`config.mk`:
```
export PLATFORM = sky130hd
export DESIGN_NAME = dsp_relax
export DESIGN_NICKNAME = d
export VERILOG_FILES = /design/src/rtl/dsp_pkg.sv /design/src/rtl/dsp_relax.sv
export SDC_FILE = /design/constraint.sdc
export NUM_CORES = 1
export LEC_CHECK = 0
export BUFFER_PORTS_ARGS = -buffer_cell sky130_fd_sc_hd__buf_2
export CAP_MARGIN = 30
export CORE_ASPECT_RATIO = 1.25
export CORE_UTILIZATION = 51
export DETAILED_ROUTE_END_ITERATION = 12
export HOLD_SLACK_MARGIN = 0.02
export MAX_ROUTING_LAYER = met4
export PLACE_DENSITY = 0.81
export SLEW_MARGIN = 20
export SYNTH_ARGS = -nofsm -noshare
export SYNTH_HDL_FRONTEND = slang
export SYNTH_SLANG_ARGS = --single-unit
```
`constraint.sdc`:
```
create_clock -name clk -period 8.75 [get_ports clk]
set_clock_uncertainty 0.2 [all_clocks]
set_input_delay 1.75 -clock clk [delete_from_list [all_inputs] [get_ports clk]]
set_output_delay 1.75 -clock clk [all_outputs]
set_load 0.01 [all_outputs]
```
`src/rtl/dsp_pkg.sv`:
```
// Shared types and constants for the shortest-path engine.
package dsp_pkg;

  localparam int DIST_BITS = 22;
  localparam int PRED_BITS = 7;
  localparam logic [DIST_BITS-1:0] DIST_MAX = 22'h3FFFFF;
  localparam logic [PRED_BITS-1:0] PRED_NONE = 7'h7F;

  localparam logic OP_SET_LINK = 1'b0;
  localparam logic OP_ROUTE = 1'b1;

  typedef enum logic [2:0] {
    ST_CLEAR,
    ST_IDLE,
    ST_LINK2,
    ST_INIT,
    ST_RELAX,
    ST_WAIT,
    ST_EMIT,
    ST_DRAIN
  } state_t;

  // One entry of the per-node search state.
  typedef struct packed {
    logic [DIST_BITS-1:0] distance;
    logic [PRED_BITS-1:0] pred;
    logic visited;
    logic reached;
  } node_entry_t;

  // Tag that travels with each node read of a relaxation pass.
  typedef struct packed {
    logic valid;
    logic is_pick;
    logic first;
    logic last;
  } relax_ctl_t;

  // Outcome of one relaxation pass: the next node to settle, if any.
  typedef struct packed {
    logic done;
    logic found;
    logic [DIST_BITS-1:0] distance;
  } relax_res_t;

endpackage

```
`src/rtl/dsp_relax.sv`:
```
// Relaxation datapath: updates one node per cycle and tracks the next node to settle.
module dsp_relax #(
  parameter int NB = 6,
  parameter int WB = 16
) (
  input  logic                             clk,
  input  logic                             rst_n,
  input  dsp_pkg::relax_ctl_t              ctl_in,
  input  logic [NB-1:0]                    idx_in,
  input  logic [NB-1:0]                    pick,
  input  logic [dsp_pkg::DIST_BITS-1:0]    pick_dist,
  input  dsp_pkg::node_entry_t             node_rd,
  input  logic [WB:0]                      link_rd,
  output logic                             node_we,
  output logic [NB-1:0]                    node_waddr,
  output dsp_pkg::node_entry_t             node_wdata,
  output dsp_pkg::relax_res_t              res,
  output logic [NB-1:0]                    res_idx
);

  import dsp_pkg::*;

  localparam int SUM_W = ((WB > DIST_BITS) ? WB : DIST_BITS) + 1;

  relax_ctl_t           s1_ctl_r;
  logic [NB-1:0]        s1_idx_r;
  relax_ctl_t           s2_ctl_r;
  logic [NB-1:0]        s2_idx_r;
  node_entry_t          s2_entry_r;
  logic                 trk_found_r;
  logic [NB-1:0]        trk_idx_r;
  logic [DIST_BITS-1:0] trk_dist_r;
  logic                 res_done_r;
  logic                 res_found_r;
  logic [DIST_BITS-1:0] res_dist_r;
  logic [NB-1:0]        res_idx_r;

  logic [SUM_W-1:0]     sum;
  logic [DIST_BITS-1:0] sum_sat;
  node_entry_t          upd;
  logic                 cand;
  logic                 base_found;
  logic                 take;
  logic                 trk_found_nxt;
  logic [NB-1:0]        trk_idx_nxt;
  logic [DIST_BITS-1:0] trk_dist_nxt;

  // First stage: the read data of node and link memories are here.
  always_comb begin
    sum = SUM_W'(pick_dist) + SUM_W'(link_rd[WB-1:0]);
    if (sum > SUM_W'(DIST_MAX)) begin
      sum_sat = DIST_MAX;
    end else begin
      sum_sat = DIST_BITS'(sum);
    end
    upd = node_rd;
    if (s1_ctl_r.is_pick) begin
      upd.visited = 1'b1;
    end else if (!node_rd.visited && link_rd[WB] &&
                 (!node_rd.reached || sum_sat < node_rd.distance)) begin
      upd.distance = sum_sat;
      upd.pred     = PRED_BITS'(pick);
      upd.reached  = 1'b1;
    end
  end

  assign node_we    = s1_ctl_r.valid;
  assign node_waddr = s1_idx_r;
  assign node_wdata = upd;

  // Second stage: the lowest-index minimum over unvisited reached nodes.
  always_comb begin
    cand          = s2_ctl_r.valid && s2_entry_r.reached && !s2_entry_r.visited;
    base_found    = s2_ctl_r.first ? 1'b0 : trk_found_r;
    take          = cand && (!base_found || s2_entry_r.distance < trk_dist_r);
    trk_found_nxt = base_found | take;
    trk_idx_nxt   = take ? s2_idx_r : trk_idx_r;
    trk_dist_nxt  = take ? s2_entry_r.distance : trk_dist_r;
  end

  always_ff @(posedge clk) begin
    if (!rst_n) begin
      s1_ctl_r   <= '0;
      s2_ctl_r   <= '0;
      res_done_r <= 1'b0;
    end else begin
      s1_ctl_r   <= ctl_in;
      s2_ctl_r   <= s1_ctl_r.valid ? s1_ctl_r : '0;
      res_done_r <= s2_ctl_r.valid && s2_ctl_r.last;
    end
  end

  always_ff @(posedge clk) begin
    s1_idx_r   <= idx_in;
    s2_idx_r   <= s1_idx_r;
    s2_entry_r <= upd;
    if (s2_ctl_r.valid) begin
      trk_found_r <= trk_found_nxt;
      trk_idx_r   <= trk_idx_nxt;
      trk_dist_r  <= trk_dist_nxt;
      res_found_r <= trk_found_nxt;
      res_dist_r  <= trk_dist_nxt;
      res_idx_r   <= trk_idx_nxt;
    end
  end

  assign res     = {res_done_r, res_found_r, res_dist_r};
  assign res_idx = res_idx_r;

endmodule

```
; Yosys cells after proc, flatten, opt, wreduce, memory -nomap -nowiden
; Index checks and enable logic that the tools add are counted.
[word_totals]
ff_bits = 73
in_bits = 88
word_cells = 45
out_inout_bits = 68
[op_classes]
reduce_logical = 14
addsub = 1
n_mux = 10
order_cmp = 3
bitwise_logic = 1
[ops]
columns = op, n
row1 = $mux W29, 2
row2 = $lt A22 B22 Y1, 2
row3 = $mux W22, 2
row4 = $add A22 B16 Y23, 1
row5 = $gt A23 B22 Y1 const B, 1
row6 = $logic_and A1 B1 Y1, 6
row7 = $mux W6, 1
row8 = $logic_not A1 Y1, 4
row9 = $mux W1, 4
row10 = $mux W4, 1
row11 = $reduce_and A2 Y1, 2
row12 = $logic_or A1 B1 Y1, 2
row13 = $or A1 B1 Y1, 1

; Longest topological paths before layout
[depth]
ltp_word = 8
depth_mapped = 20
mapped_depth_nobuf = 18

; Worst setup path after synthesis
; Ideal clock, no wire load.
[synth_timing]
path_kind = input -> output
startpoint = input port pick_dist[0] (netlist name)
endpoint = output port node_wdata[10] (netlist name)
n_path_buf = 3
t_required_ns = 6.800
cell_stages = 20
setup_slack_ns = 0.914
arrival_time_ns = 5.886
path_cell_list = ha_1 inv_1 fa_1 and2b_1 o2111ai_1 a21oi_1 a211o_1 nand3_1 clkbuf_1 nand2_1 ha_1 a211oi_1 o21bai_1 a2111o_1 a221oi_1 o221a_2 buf_2 and2_4 buf_6 mux2_4
[synth_lines]
columns = element, line
row1 = start: declaration, dsp_relax.sv:11  ; input logic [dsp_pkg::DIST_BITS-1:0] pick_dist,
row2 = end: declaration, dsp_relax.sv:16  ; output dsp_pkg::node_entry_t node_wdata,

==> out/summary.txt <==
status: finished, final reports clean
core area: 8380 sq um
XOR/XNOR Fraction of Synth Area: 0.0254
R2R Setup Slk: 5.88 ns
DRT Wirelength: 10.6 mm
die area: 9170 sq um
Vias: 3925
Layout Utilization: 0.668
kind of critical path: input pin to primary output
initial core utilization: 0.535
root buf cell: clkbuf_8
vias in the first global route: 3773
pre-CTS WS: 0.277 ns
Top Metal Used: met4
Post-synth EDFFs: 29
WHS Endpoint: s2_idx_r[4]$_DFF_P_
Die Ht: 107 um
end of the worst register-to-register path: res_dist_r[5]$_DFFE_PP_
synth-to-layout area growth: 24.9%
critical path required time: 6.80 ns
Critical Path End Type: primary output
largest net degree at the start of global routing: 26
setup tns final: 0 ns
Adder-Cell Fraction of Synth Area: 0.166
Crit Reg-Reg Startpoint: res_dist_r[15]$_DFFE_PP_
wl on met1: 4.20 mm
CTS Buffer Depth: 2
Cell Chain, Critical Path: buf_2 -> ha_1 -> inv_1 -> fa_1 -> and2b_1 -> o2111ai_2 -> a21oi_1 -> a211o_1 -> nand3_1 -> buf_4 -> o21ai_0 -> ha_1 -> a21oi_1 -> o21ai_0 -> nor4b_1 -> o221a_2 -> and2_4 -> mux2_2 -> buf_2
post-synthesis compound-gate area fraction: 0.161
CP peak stage delay: 0.53 ns
initial antenna violation count: 1
final worst slack: 0.327 ns
Clock Sink Count: 73
clk_lat worst skew: 0.35 ns
fin. max-slew vios: 0
synth warn: 0
number of fillers in the final layout: 674
met2 routed WL: 5.41 mm
Power Dens Cells: 159 nW/um^2
worst path bufs/invs: 4
Pre-Repair DR Iteration Count: 5
global route overflow: 0
first-pass GRT wire length: 16.3 mm
Final #Nets: 762
dpl hpwl: 8.88 mm
Peak Freq: 119 MHz
Placer Congestion: 0.895
post-route ant nets: 0
worst hold start: node_waddr[4]$_DFF_P_
max cap viols: 0
CP max-delay cell: nor4b_1
main flop type after synthesis: dfxtp_1
largest family of logic cells by synthesized area: adder cells
# setup viols final: 0
vias per cell: 5.32
ys async rst share: 0
die width: 85.9 um
syn nets: 604
Global Route Usage Sum: 0.231
peak supply drop: 0.0656 mV
1st-iter DRT viols: 166
DR WL/cell: 14.3 um
arrival time at the worst endpoint: 6.47 ns
delay-heaviest family, CP: compound AO/OA/AOI/OAI gates
met3 wire length: 460 um
CTS tree: done
number of cells on the critical path: 19
WHS Path Cells: 0
Startpoint Class: input pin
CTS Buf Count: 9
Synth Cell Area: 4480 sq um
PortBufs: 155
Final Critical Period: 8.42 ns
Min-Delay Path Class: flop to flop
#FFs+latches synth: 73
critical path fanouts, max: 15
Remaining DRCs: 0
final period utilization: 0.963
reg2reg path depth: 10
most frequent cells in the layout: buf_2 (155), ha_1 (58), inv_1 (56)
Avg Cell Area, Syn: 9.81 sq um
H-tree levels: 3
mux cell area share after synthesis: 0.0692
post-synthesis cell type count: 56
share of post-route cells with drive strength above 1: 0.329
Synth Instances: 457
Least-Margin Pin Slew: 0.644 ns
sequential share of the synthesized area: 0.391
final hold vios: 0
Synth Area in Simple Gates: 0.125
Lkg Pwr: 2.83 nW
IO Count: 156
slew margin rel.: 0.559
clock slew at reported path FFs: 0.07 ns
row cnt: 37
most common cell after layout, fill and taps aside: buf_2
what timing repair did:
item                       CTS  global route
gates resized for setup      0             1
hold buffers                 0             0
setup endpoints to repair    0            26
buffers inserted             0             0
how the worst max path moves through the flow:
stage,from,slack (ns),endpoint
after global placement,pick_dist[0],0.40,node_wdata[30]
after detailed placement,pick_dist[0],0.28,node_wdata[30]
after CTS,pick_dist[0],0.26,node_wdata[30]
after floorplan,pick_dist[0],0.91,node_wdata[10]
final,pick_dist[0],0.33,node_wdata[30]
after global routing,pick_dist[0],-0.002,node_wdata[24]
where the power goes:
| part | total (W) | internal [W] | switching (W) |
|---|---|---|---|
| combinational | 0.000235 | 0.000108 | 0.000127 |
| clock | 0.000274 | 0.000155 | 0.000120 |
| sequential | 0.000381 | 0.000373 | 0.00000851 |
cells by family after synthesis:
kind of cell             Yosys count
AND/OR/NAND/NOR                  110
XOR/XNOR                          13
multiplexers                      23
AO/OA/AOI/OAI                    112
adder cells (fa/ha/maj)           59
flip-flops                        73
buffers and inverters             67
synthesized netlist by cell type, types with 8 or more instances:
cell / number / area share
ha_1: 58 / 0.16
inv_1: 56 / 0.047
dfxtp_1: 44 / 0.20
nand2_1: 34 / 0.028
a21oi_1: 33 / 0.037
edfxtp_1: 29 / 0.19
o21ai_0: 23 / 0.026
nor2_1: 20 / 0.017
mux2_4: 14 / 0.047
a21o_1: 13 / 0.022
and2_1: 9 / 0.013
nand4_1: 9 / 0.013
mux2_2: 8 / 0.020
nor3_1: 8 / 0.0089
final cells by class:
cell class | instances | area (sq um) | area share
Inverter | 56 | 210 | 0.0375
Sequential cell | 73 | 1750 | 0.313
Clock buffer | 12 | 199 | 0.0355
Multi-Input combinational cell | 318 | 2470 | 0.441
Antenna cell | 1 | 2.50 | 0.000447
Clock inverter | 4 | 27.5 | 0.00492
Timing Repair Buffer | 157 | 791 | 0.141
Tap cell | 117 | 146 | 0.0261
metal layers:
metal / vias up / GRT usage
li1: 1959 / -
met1: 1779 / 0.253
met2: 147 / 0.401
met3: 40 / 0.0254
met4: 0 / 0.139
met5: - / -
worst register-to-register path, cell delays in order, from the launching register on:
cell and delay [ns]:
edfxtp_1 0.34, inv_1 0.05, ha_1 0.30, a21o_1 0.16, a21o_1 0.17, a21oi_1 0.13, nor2_1 0.06, a2111oi_0 0.35
o21ai_0 0.17, o22ai_2 0.23, buf_4 0.38
state kept, by name, indices dropped and copies added (netlist names):
| name | cells |
|---|---|
| node_waddr | 6 |
| node_we | 1 |
| res_dist_r | 22 |
| res_done_r | 1 |
| res_found_r | 1 |
| res_idx | 6 |
| s1_ctl_r | 3 |
| s2_ctl_r | 3 |
| s2_entry_r | 24 |
| s2_idx_r | 6 |
metrics by stage:
step | hold slack, ns | instance area (sq um) | instances | total power, W
after floorplan | 0.182 | 4480 | 457 | 0.000543
after global placement | 0.134 | 5360 | 720 | 0.000612
after detailed placement | 0.136 | 5360 | 720 | 0.000621
after CTS | 0.151 | 5580 | 736 | 0.000896
after global routing | 0.159 | 5600 | 738 | 0.000936
final | 0.150 | 5600 | 738 | 0.000891
Note: power is estimated with default switching activity, not from simulation.
