$ cat config.mk
export PLATFORM = sky130hd
export DESIGN_NAME = dsp_ram
export DESIGN_NICKNAME = d
export VERILOG_FILES = /design/src/rtl/dsp_ram.sv
export SDC_FILE = /design/constraint.sdc
export NUM_CORES = 1
export LEC_CHECK = 0
export BUFFER_PORTS_ARGS = -buffer_cell sky130_fd_sc_hd__buf_4
export CORE_UTILIZATION = 35
export DETAILED_ROUTE_END_ITERATION = 8
export SYNTH_ARGS = -nofsm -noshare
export SYNTH_HDL_FRONTEND = slang
export SYNTH_SLANG_ARGS = --single-unit
$ cat constraint.sdc
create_clock -name clk -period 2 [get_ports clk]
set_input_delay 0.1 -clock clk [delete_from_list [all_inputs] [get_ports clk]]
set_output_delay 0.1 -clock clk [all_outputs]
set_load 0.01 [all_outputs]
$ cat src/rtl/dsp_ram.sv
// Simple dual-port synchronous memory with a registered read.
module dsp_ram #(
  parameter int AW = 6,
  parameter int DW = 8
) (
  input  logic          clk,
  input  logic          we,
  input  logic [AW-1:0] waddr,
  input  logic [DW-1:0] wdata,
  input  logic [AW-1:0] raddr,
  output logic [DW-1:0] rdata_r
);

  logic [DW-1:0] mem [2**AW];

  always_ff @(posedge clk) begin
    if (we) begin
      mem[waddr] <= wdata;
    end
    rdata_r <= mem[raddr];
  end

endmodule

After elaboration in Yosys (flattened, before gate mapping)
Memories as Yosys holds them, arrays and structs flattened. A register that Yosys moved wholly into a read port is not among the register bits.
Cells that the tools add are included.
{"block": "classes", "n_addsub": 0, "n_mul": 0, "div_mod_pow": 0, "order_cmp": 0, "n_eq_ne": 0, "shifts": 0, "n_mux": 2, "bitwise_logic": 0, "n_reduce_logical": 0}
{"cell": "2-to-1 mux 1 bit", "n": 2}
{"block": "word_totals", "regBits": 0, "latchBits": 0, "ramBits": 512, "romBits": 0, "memories": 1}
{"name": "mem", "depth": 64, "word_bits": 8, "read_ports": 1, "rd_ports_with_merged_regs": 1, "write_ports": 1, "line_no": "14", "text": "logic [DW-1:0] mem [2**AW];"}

Longest topological paths before layout
Gate-level depths: netlist of the first run.
{"block": "logic_depth", "word_depth": 2, "depth_mapped": 9}

Worst setup path before layout of the first run
OpenSTA, ideal clock, no wires.
{"block": "synth_timing", "kind": "in2reg", "startpoint": "input raddr[1]", "endpoint": "register rdata_r[3], read port of mem", "setup_time_ns": 0.128, "arrival_ns": 1.640, "required_time_ns": 1.872, "slack_ns": 0.232, "path_stages": 7, "path_cell_list": "buf_4 buf_2 buf_2 mux4_2 mux4_2 o21ai_1 o41ai_1"}
{"element": "from (decl)", "line_no": "10", "text": "input logic [AW-1:0] raddr,"}
{"element": "to (decl)", "line_no": "11", "text": "output logic [DW-1:0] rdata_r"}

==> out/qor.txt, run 1 <==
CTS tree: done
Vias in the first global route: 10,200
Min-Delay Path Class: in -> reg
Worst path slowest cell: mux4_2
Clock Latency Late Sink: 0.60 ns
Post-Syn Area: 0.0202 mm^2
Synthesis-to-finish area growth: 18.2%
P_leak: 0.00765 uW
Core Util, Final: 42.0%
Drc violations: 0
Crit path cell chain: mux4_2 -> mux2_2 -> o221a_2 -> nor3_2 -> buf_4 -> o32ai_1
First-pass GRT wire length: 68,300 um
I/O pin count: 30
Peak VDD IR: 0.000585 V
Synthesized net count: 962
Root Driver: clkbuf_16
Final Setup Violations: 0
Critical Path RT: 2.48 ns
Clock sink count: 520
Ys async rst share: 0%
RSZ-0062 raised after global routing: no
GRT Total Usage: 15.9%
Core Area: 0.0567 mm^2
Arrival time worst endpoint: 2.39 ns
CP max FO: 1
Initial DRT Pass Iterations: 5
Crit. End Element: register
Routability cong.: 0.794
Postcts setup bufs: 0
Top_reg_cell synth: edfxtp_1
Post-DRT Antenna Nets: 0
Final hold vios: 0
Setup TNS: 0 ns
Vias per cell: 5.16
Die Area: 0.0586 mm^2
Layout cells sized above 1: 32.9%
Slowest stage delay, CP: 0.46 ns
Register area share after synthesis: 77.0%
Initial Util: 35.6%
Total of max-cap violations: 0
Outcome: finished, final reports clean
Distinct cells, synth: 40
Slew Viols, Final: 0
Antenna violations before repair: 0
Yosys warns: 0
Nets@finish: 1,136
Post-synth EDFFs: 512
TritonCTS Buffers: 52
CP Class: reg -> reg
CP delay by family, top: multiplexers
Clk_skew: 0.0112 ns
CP Buf/Inv Count: 1
Synth Instances: 940
Fmax: 0.522 GHz
Bufs on Longest Clock Path: 3
Total power: 22,600 uW
Dpl cells: 1,813
Power density cells: 946 mW/mm^2
Rows: 87
H-Tree Level Count: 2
GRT overflow: 0
Worst slew pin tran: 0.733 ns
Most area-consuming cells after synthesis: edfxtp_1 (76%), mux4_2 (14%), nor2_1 (1.5%)
Post-DP HPWL: 28,800 um
Post-synth top area share: 76.2%
Largest area contributor in the netlist: edfxtp_1
Register bit total from synthesis: 520
Largest net degree at the start of global routing: 65
Chip Height: 242 um
# diodes: 0
Final Critical Period: 1.91 ns
Initial DRC Count: 1,029
Reg clk slew, reported paths: 0.06 ns
I/O Buffers: 29
Wirelength per Cell: 23.9 um
Fillers: 4,876
WHS: 0.0543 ns
R2r setup slk: 0.09 ns
Slew HR: 51.2%
DR vias: 9,872
Tcrit/Tclk final: 95.7%
Die X-Extent: 242 um
Syn Area/Cell: 21.5 um^2
Finished Layout Cells: 1,912
Final wirelength: 45,700 um
Startpoint Class: register
==> state kept, by name (all words and copies together), names as in the netlist <==
register	count
mem	512
rdata_r	8
==> where the power goes <==
group	leakage [uW]	internal (uW)	switching (uW)	total, uW
Clock	0.000782	5210	3990	9210
Sequential	0.00467	12100	44.0	12100
Combinational	0.00220	530	709	1240
==> timing repair <==
item | CTS | global route
hold buffers | 3 | 0
gates resized for setup | 0 | 2
endpoints found under the setup margin | 0 | 2
endpoints found under the hold margin | 9 | 0
==> logic make-up (layout without fill, tap and decap cells) <==
logic type | Yosys count | in the layout | share of synthesized area (%)
AOI/OAI and AO/OA | 54 | 54 | 2.07
buffers and inverters | 51 | 267 | 1.57
muxes | 162 | 162 | 15.9
and+or+nand+nor | 153 | 153 | 3.39
DFF | 520 | 520 | 77.0
==> worst paths after layout <==
check,from,endpoint,depth (start not counted)
worst max-delay path,mem[24][4]$_DFFE_PP_,rdata_r[4]$_DFF_P_,6
worst min-delay path,waddr[1],mem[48][3]$_DFFE_PP_,3
worst max register to register,mem[24][4]$_DFFE_PP_,rdata_r[4]$_DFF_P_,6
worst min register to register,mem[26][4]$_DFFE_PP_,rdata_r[4]$_DFF_P_,3
==> through the flow <==
step	worst slack, ns	cell area, um^2
finish	0.0854	23800
global route	0.00770	23800
CTS	0.0426	23800
detailed placement	-0.153	22200
global placement	-0.140	22200
floorplan	0.232	20200
==> per-layer routing <==
| metal | track usage, % | vias up | part of all wire, % |
|---|---|---|---|
| li1 | - | 4283 | - |
| met1 | 21.7 | 5189 | 42 |
| met2 | 25.6 | 324 | 49 |
| met3 | 3.39 | 76 | 6.5 |
| met4 | 4.45 | 0 | 2.3 |
| met5 | 0 | - | 0 |
==> synthesized netlist by cell type, drive strengths merged (3+ instances only) <==
cell type  number
a211oi          4
a21oi           3
a221oi          6
a22oi           3
buf            34
clkbuf         17
dfxtp           8
edfxtp        512
mux2           13
mux2i          23
mux4          126
nand2          19
nand2b          7
nand3          13
nand3b          3
nor2           83
nor2b          14
nor3            7
o2111ai         3
o21ai           4
o221ai          8
o22ai           8
o2bb2ai         3
==> final cells by class <==
class                           instances  area [um^2]  area share, %
Clock buffer                           63         1360           5.72
Timing Repair Buffer                  171         1440           6.02
Multi-Input combinational cell        369         4330           18.1
Clock inverter                         33          229          0.961
Tap cell                              756          946           3.97
Sequential cell                       520        15500           65.2
==> cell usage in the layout, fill, tap and decap left out, types with 4 or more instances in the layout <==
master	synthesis	final
clkbuf_16	0	53
nor2_1	83	83
nand2b_1	7	7
nor2b_1	14	14
mux2i_1	23	23
a211oi_1	4	4
nand3_1	13	13
clkbuf_1	17	10
o221ai_1	8	8
nor3_1	7	5
buf_4	13	156
clkinv_2	0	10
dfxtp_1	8	8
nand2_1	19	19
mux2_2	13	13
mux4_2	126	126
buf_12	2	11
a221oi_1	6	6
o22ai_1	8	8
clkinv_1	0	17
edfxtp_1	512	512
==> worst min-delay path: stages <==
cell    delay [ns]
buf_4         0.15
nor3_1        0.08
buf_4         0.15
No activity file was read; power rests on OpenSTA's default activity.
==> run 2, diff against run 1 <==
--- a/config.mk
+++ b/config.mk
@@ -7,2 +7,3 @@
 export LEC_CHECK = 0
+export ABC_AREA = 1
 export BUFFER_PORTS_ARGS = -buffer_cell sky130_fd_sc_hd__buf_4
==> constraint.sdc (replaced) <==
create_clock -name clk -period 2 [get_ports clk]
set_input_delay 0.4 -clock clk [delete_from_list [all_inputs] [get_ports clk]]
set_output_delay 0.4 -clock clk [all_outputs]
set_load 0.01 [all_outputs]
==> out/qor.txt, run 2 <==
Vias per cell: 5.12 (was 5.16)
Die Area: 0.0620 mm^2 (was 0.0586 mm^2)
Total of max-cap violations: 0 (unchanged)
Count leader, synth: nand2_1 (was edfxtp_1)
Register bit total from synthesis: 520 (unchanged)
Root Driver: clkbuf_16 (unchanged)
Post-DP HPWL: 33,400 um (was 28,800 um)
Die X-Extent: 249 um (was 242 um)
GRT Total Usage: 17.7% (was 15.9%)
Outcome: finished, final reports clean (unchanged)
Most frequent cells in the layout: nand2_1 (648), edfxtp_1 (512), nand3_1 (439) (was edfxtp_1 (512), buf_4 (156), mux4_2 (126))
Synthesis-to-finish area growth: 16.3% (was 18.2%)
Fmax: 0.609 GHz (was 0.522 GHz)
Synthesized net count: 1,827 (was 962)
Tcrit/Tclk final: 82.2% (was 95.7%)
Top post-synthesis cells by count: nand2_1 (648), edfxtp_1 (512), nand3_1 (439), nor2_1 (56), buf_2 (37) (was edfxtp_1 (512), mux4_2 (126), nor2_1 (83), mux2i_1 (23), nand2_1 (19))
Ys async rst share: 0% (unchanged)
Largest Register: mem (unchanged)
Clock sink count: 520 (unchanged)
I/O Buffers: 29 (unchanged)
Clk_skew: 0.0184 ns (was 0.0112 ns)
RSZ-0062 raised after global routing: no (unchanged)
Largest area contributor in the netlist: edfxtp_1 (unchanged)
Nets@finish: 1,921 (was 1,136)
Chip Height: 249 um (was 242 um)
GRT overflow: 0 (unchanged)
Worst path slowest cell: dfxtp_1 (was mux4_2)
Final hold vios: 0 (unchanged)
Power density cells: 967 mW/mm^2 (was 946 mW/mm^2)
Critical Path RT: 1.60 ns (was 2.48 ns)
Syn Area/Cell: 11.8 um^2 (was 21.5 um^2)
Area occupied by multi-input gates: 0.00495 mm^2 (was 0.00433 mm^2)
Bufs on Longest Clock Path: 3 (unchanged)
CTS tree: done (unchanged)
Min-Delay Path Class: in -> reg (unchanged)
P_leak: 0.00904 uW (was 0.00765 uW)
Area taken by flip-flops and latches: 0.0155 mm^2 (unchanged)
Initial DRC Count: 1,454 (was 1,029)
Antenna violations before repair: 1 (was 0)
# diodes: 0 (unchanged)
TritonCTS Buffers: 52 (unchanged)
Final Critical Period: 1.64 ns (was 1.91 ns)
Slowest stage delay, CP: 0.47 ns (was 0.46 ns)
H-Tree Level Count: 2 (unchanged)
Crit path cell chain: buf_4 (was mux4_2 -> mux2_2 -> o221a_2 -> nor3_2 -> buf_4 -> o32ai_1)
Initial DRT Pass Iterations: 5 (unchanged)
Core Util, Final: 41.2% (was 42.0%)
Hold buffer count at CTS: 0 (was 3)
CP Buf/Inv Count: 1 (unchanged)
Max FFs per register: 512 (unchanged)
Core Area: 0.0602 mm^2 (was 0.0567 mm^2)
Startpoint Class: register (unchanged)
Register area share after synthesis: 72.8% (was 77.0%)
Reg clk slew, reported paths: 0.07 ns (was 0.06 ns)
Peak VDD IR: 0.000664 V (was 0.000585 V)
Commonest non-fill, non-tap cell in the layout: nand2_1 (was edfxtp_1)
Slew HR: 46.0% (was 51.2%)
Clock Latency Late Sink: 0.60 ns (about the same)
Routability cong.: 0.848 (was 0.794)
Rows: 90 (was 87)
CP delay by family, top: flip-flops (was multiplexers)
Postcts setup bufs: 0 (unchanged)
Post-synth EDFFs: 512 (unchanged)
CP Class: reg -> out (was reg -> reg)
Crit. End Element: output pin (was register)
CP max FO: 1 (unchanged)
Yosys warns: 0 (unchanged)
Largest net degree at the start of global routing: 80 (was 65)
Wirelength per Cell: 20.1 um (was 23.9 um)
WHS: 0.138 ns (was 0.0543 ns)
Drc violations: 0 (unchanged)
I/O pin count: 30 (unchanged)
Fillers: 5,602 (was 4,876)
First-pass GRT wire length: 83,600 um (was 68,300 um)
Layout cells sized above 1: 12.5% (was 32.9%)
Arrival time worst endpoint: 1.24 ns (was 2.39 ns)
Post-Syn Area: 0.0213 mm^2 (was 0.0202 mm^2)
Worst slew pin tran: 0.811 ns (was 0.733 ns)
Distinct cells, synth: 16 (was 40)
Initial Util: 35.4% (was 35.6%)
Synth Instances: 1,805 (was 940)
Final wirelength: 54,700 um (was 45,700 um)
Final Setup Violations: 0 (unchanged)
Most area-consuming cells after synthesis: edfxtp_1 (72%), nand2_1 (11%), nand3_1 (10%) (was edfxtp_1 (76%), mux4_2 (14%), nor2_1 (1.5%))
Post_cts resized: 0 (unchanged)
Post-synth top area share: 72.0% (was 76.2%)
DR vias: 14,000 (was 9,872)
Post-DRT Antenna Nets: 0 (unchanged)
Largest regs: mem (512), rdata_r (8) (unchanged)
Top_reg_cell synth: edfxtp_1 (unchanged)
Vias in the first global route: 13,700 (was 10,200)
Slew Viols, Final: 0 (unchanged)
## run 2: changes by cell type after synthesis, sizes merged, moves of 7 or more
cell / previous run / this run
o22ai: 8 / 0
o221ai: 8 / 0
nor3: 7 / 0
inv: 0 / 12
nand4: 2 / 9
nand2: 19 / 648
mux2i: 23 / 0
buf: 34 / 98
nand3: 13 / 439
nand2b: 7 / 0
nor2b: 14 / 0
mux2: 13 / 0
nor2: 83 / 56
mux4: 126 / 0
## run 2: cell type report
cell class | count | area share [%]
Clock buffer | 62 | 5.77
Clock inverter | 35 | 1.68
Inverter | 12 | 0.212
Multi-Input combinational cell | 1160 | 19.9
Sequential cell | 520 | 62.6
Tap cell | 782 | 3.94
Timing Repair Buffer | 153 | 5.91
## run 2: logic make-up (layout without fill, tap and decap cells)
logic type / Yosys count / count (layout) / synth area share, %
AND/OR/NAND/NOR: 1160 / 1160 / 23.2
flip-flops: 520 / 520 / 72.8
buffers and inverters: 125 / 262 / 4.02
## run 2: through the flow
step | instances | area (um^2) | setup slack [ns] | total power, uW | TNS (ns)
after global placement | 2627 | 23000 | 0.0295 | 13800 | 0
after CTS | 2724 | 24800 | 0.362 | 24200 | 0
after global routing | 2724 | 24800 | 0.367 | 24700 | 0
after detailed placement | 2627 | 23000 | 0.0255 | 13900 | 0
final | 2724 | 24800 | 0.357 | 24000 | 0
after floorplan | 1805 | 21300 | -0.166 | 13200 | -10.63
## run 2: final timing paths
kind                                            from                 end  slack, ns  cells after the start
worst min-delay path                        raddr[5]  rdata_r[4]$_DFF_P_       0.14                      3
worst max-delay path              rdata_r[2]$_DFF_P_          rdata_r[2]       0.36                      1
worst min register to register  mem[14][7]$_DFFE_PP_  rdata_r[7]$_DFF_P_       0.81                      8
worst max register to register  mem[23][3]$_DFFE_PP_  rdata_r[3]$_DFF_P_       0.55                      8
## run 2: layer usage
layer / vias up / GRT usage, % / routed length, um
li1: 6535 / - / -
met1: 6837 / 25.2 / 24400
met2: 488 / 27.4 / 24900
met3: 93 / 3.17 / 4000
met4: 2 / 5.57 / 1340
met5: - / 0 / 11
## run 2: power by group
group	switching, uW	internal (uW)
combinational	1080	453
sequential	38.6	12100
clock	4130	6260
total	5250	18800
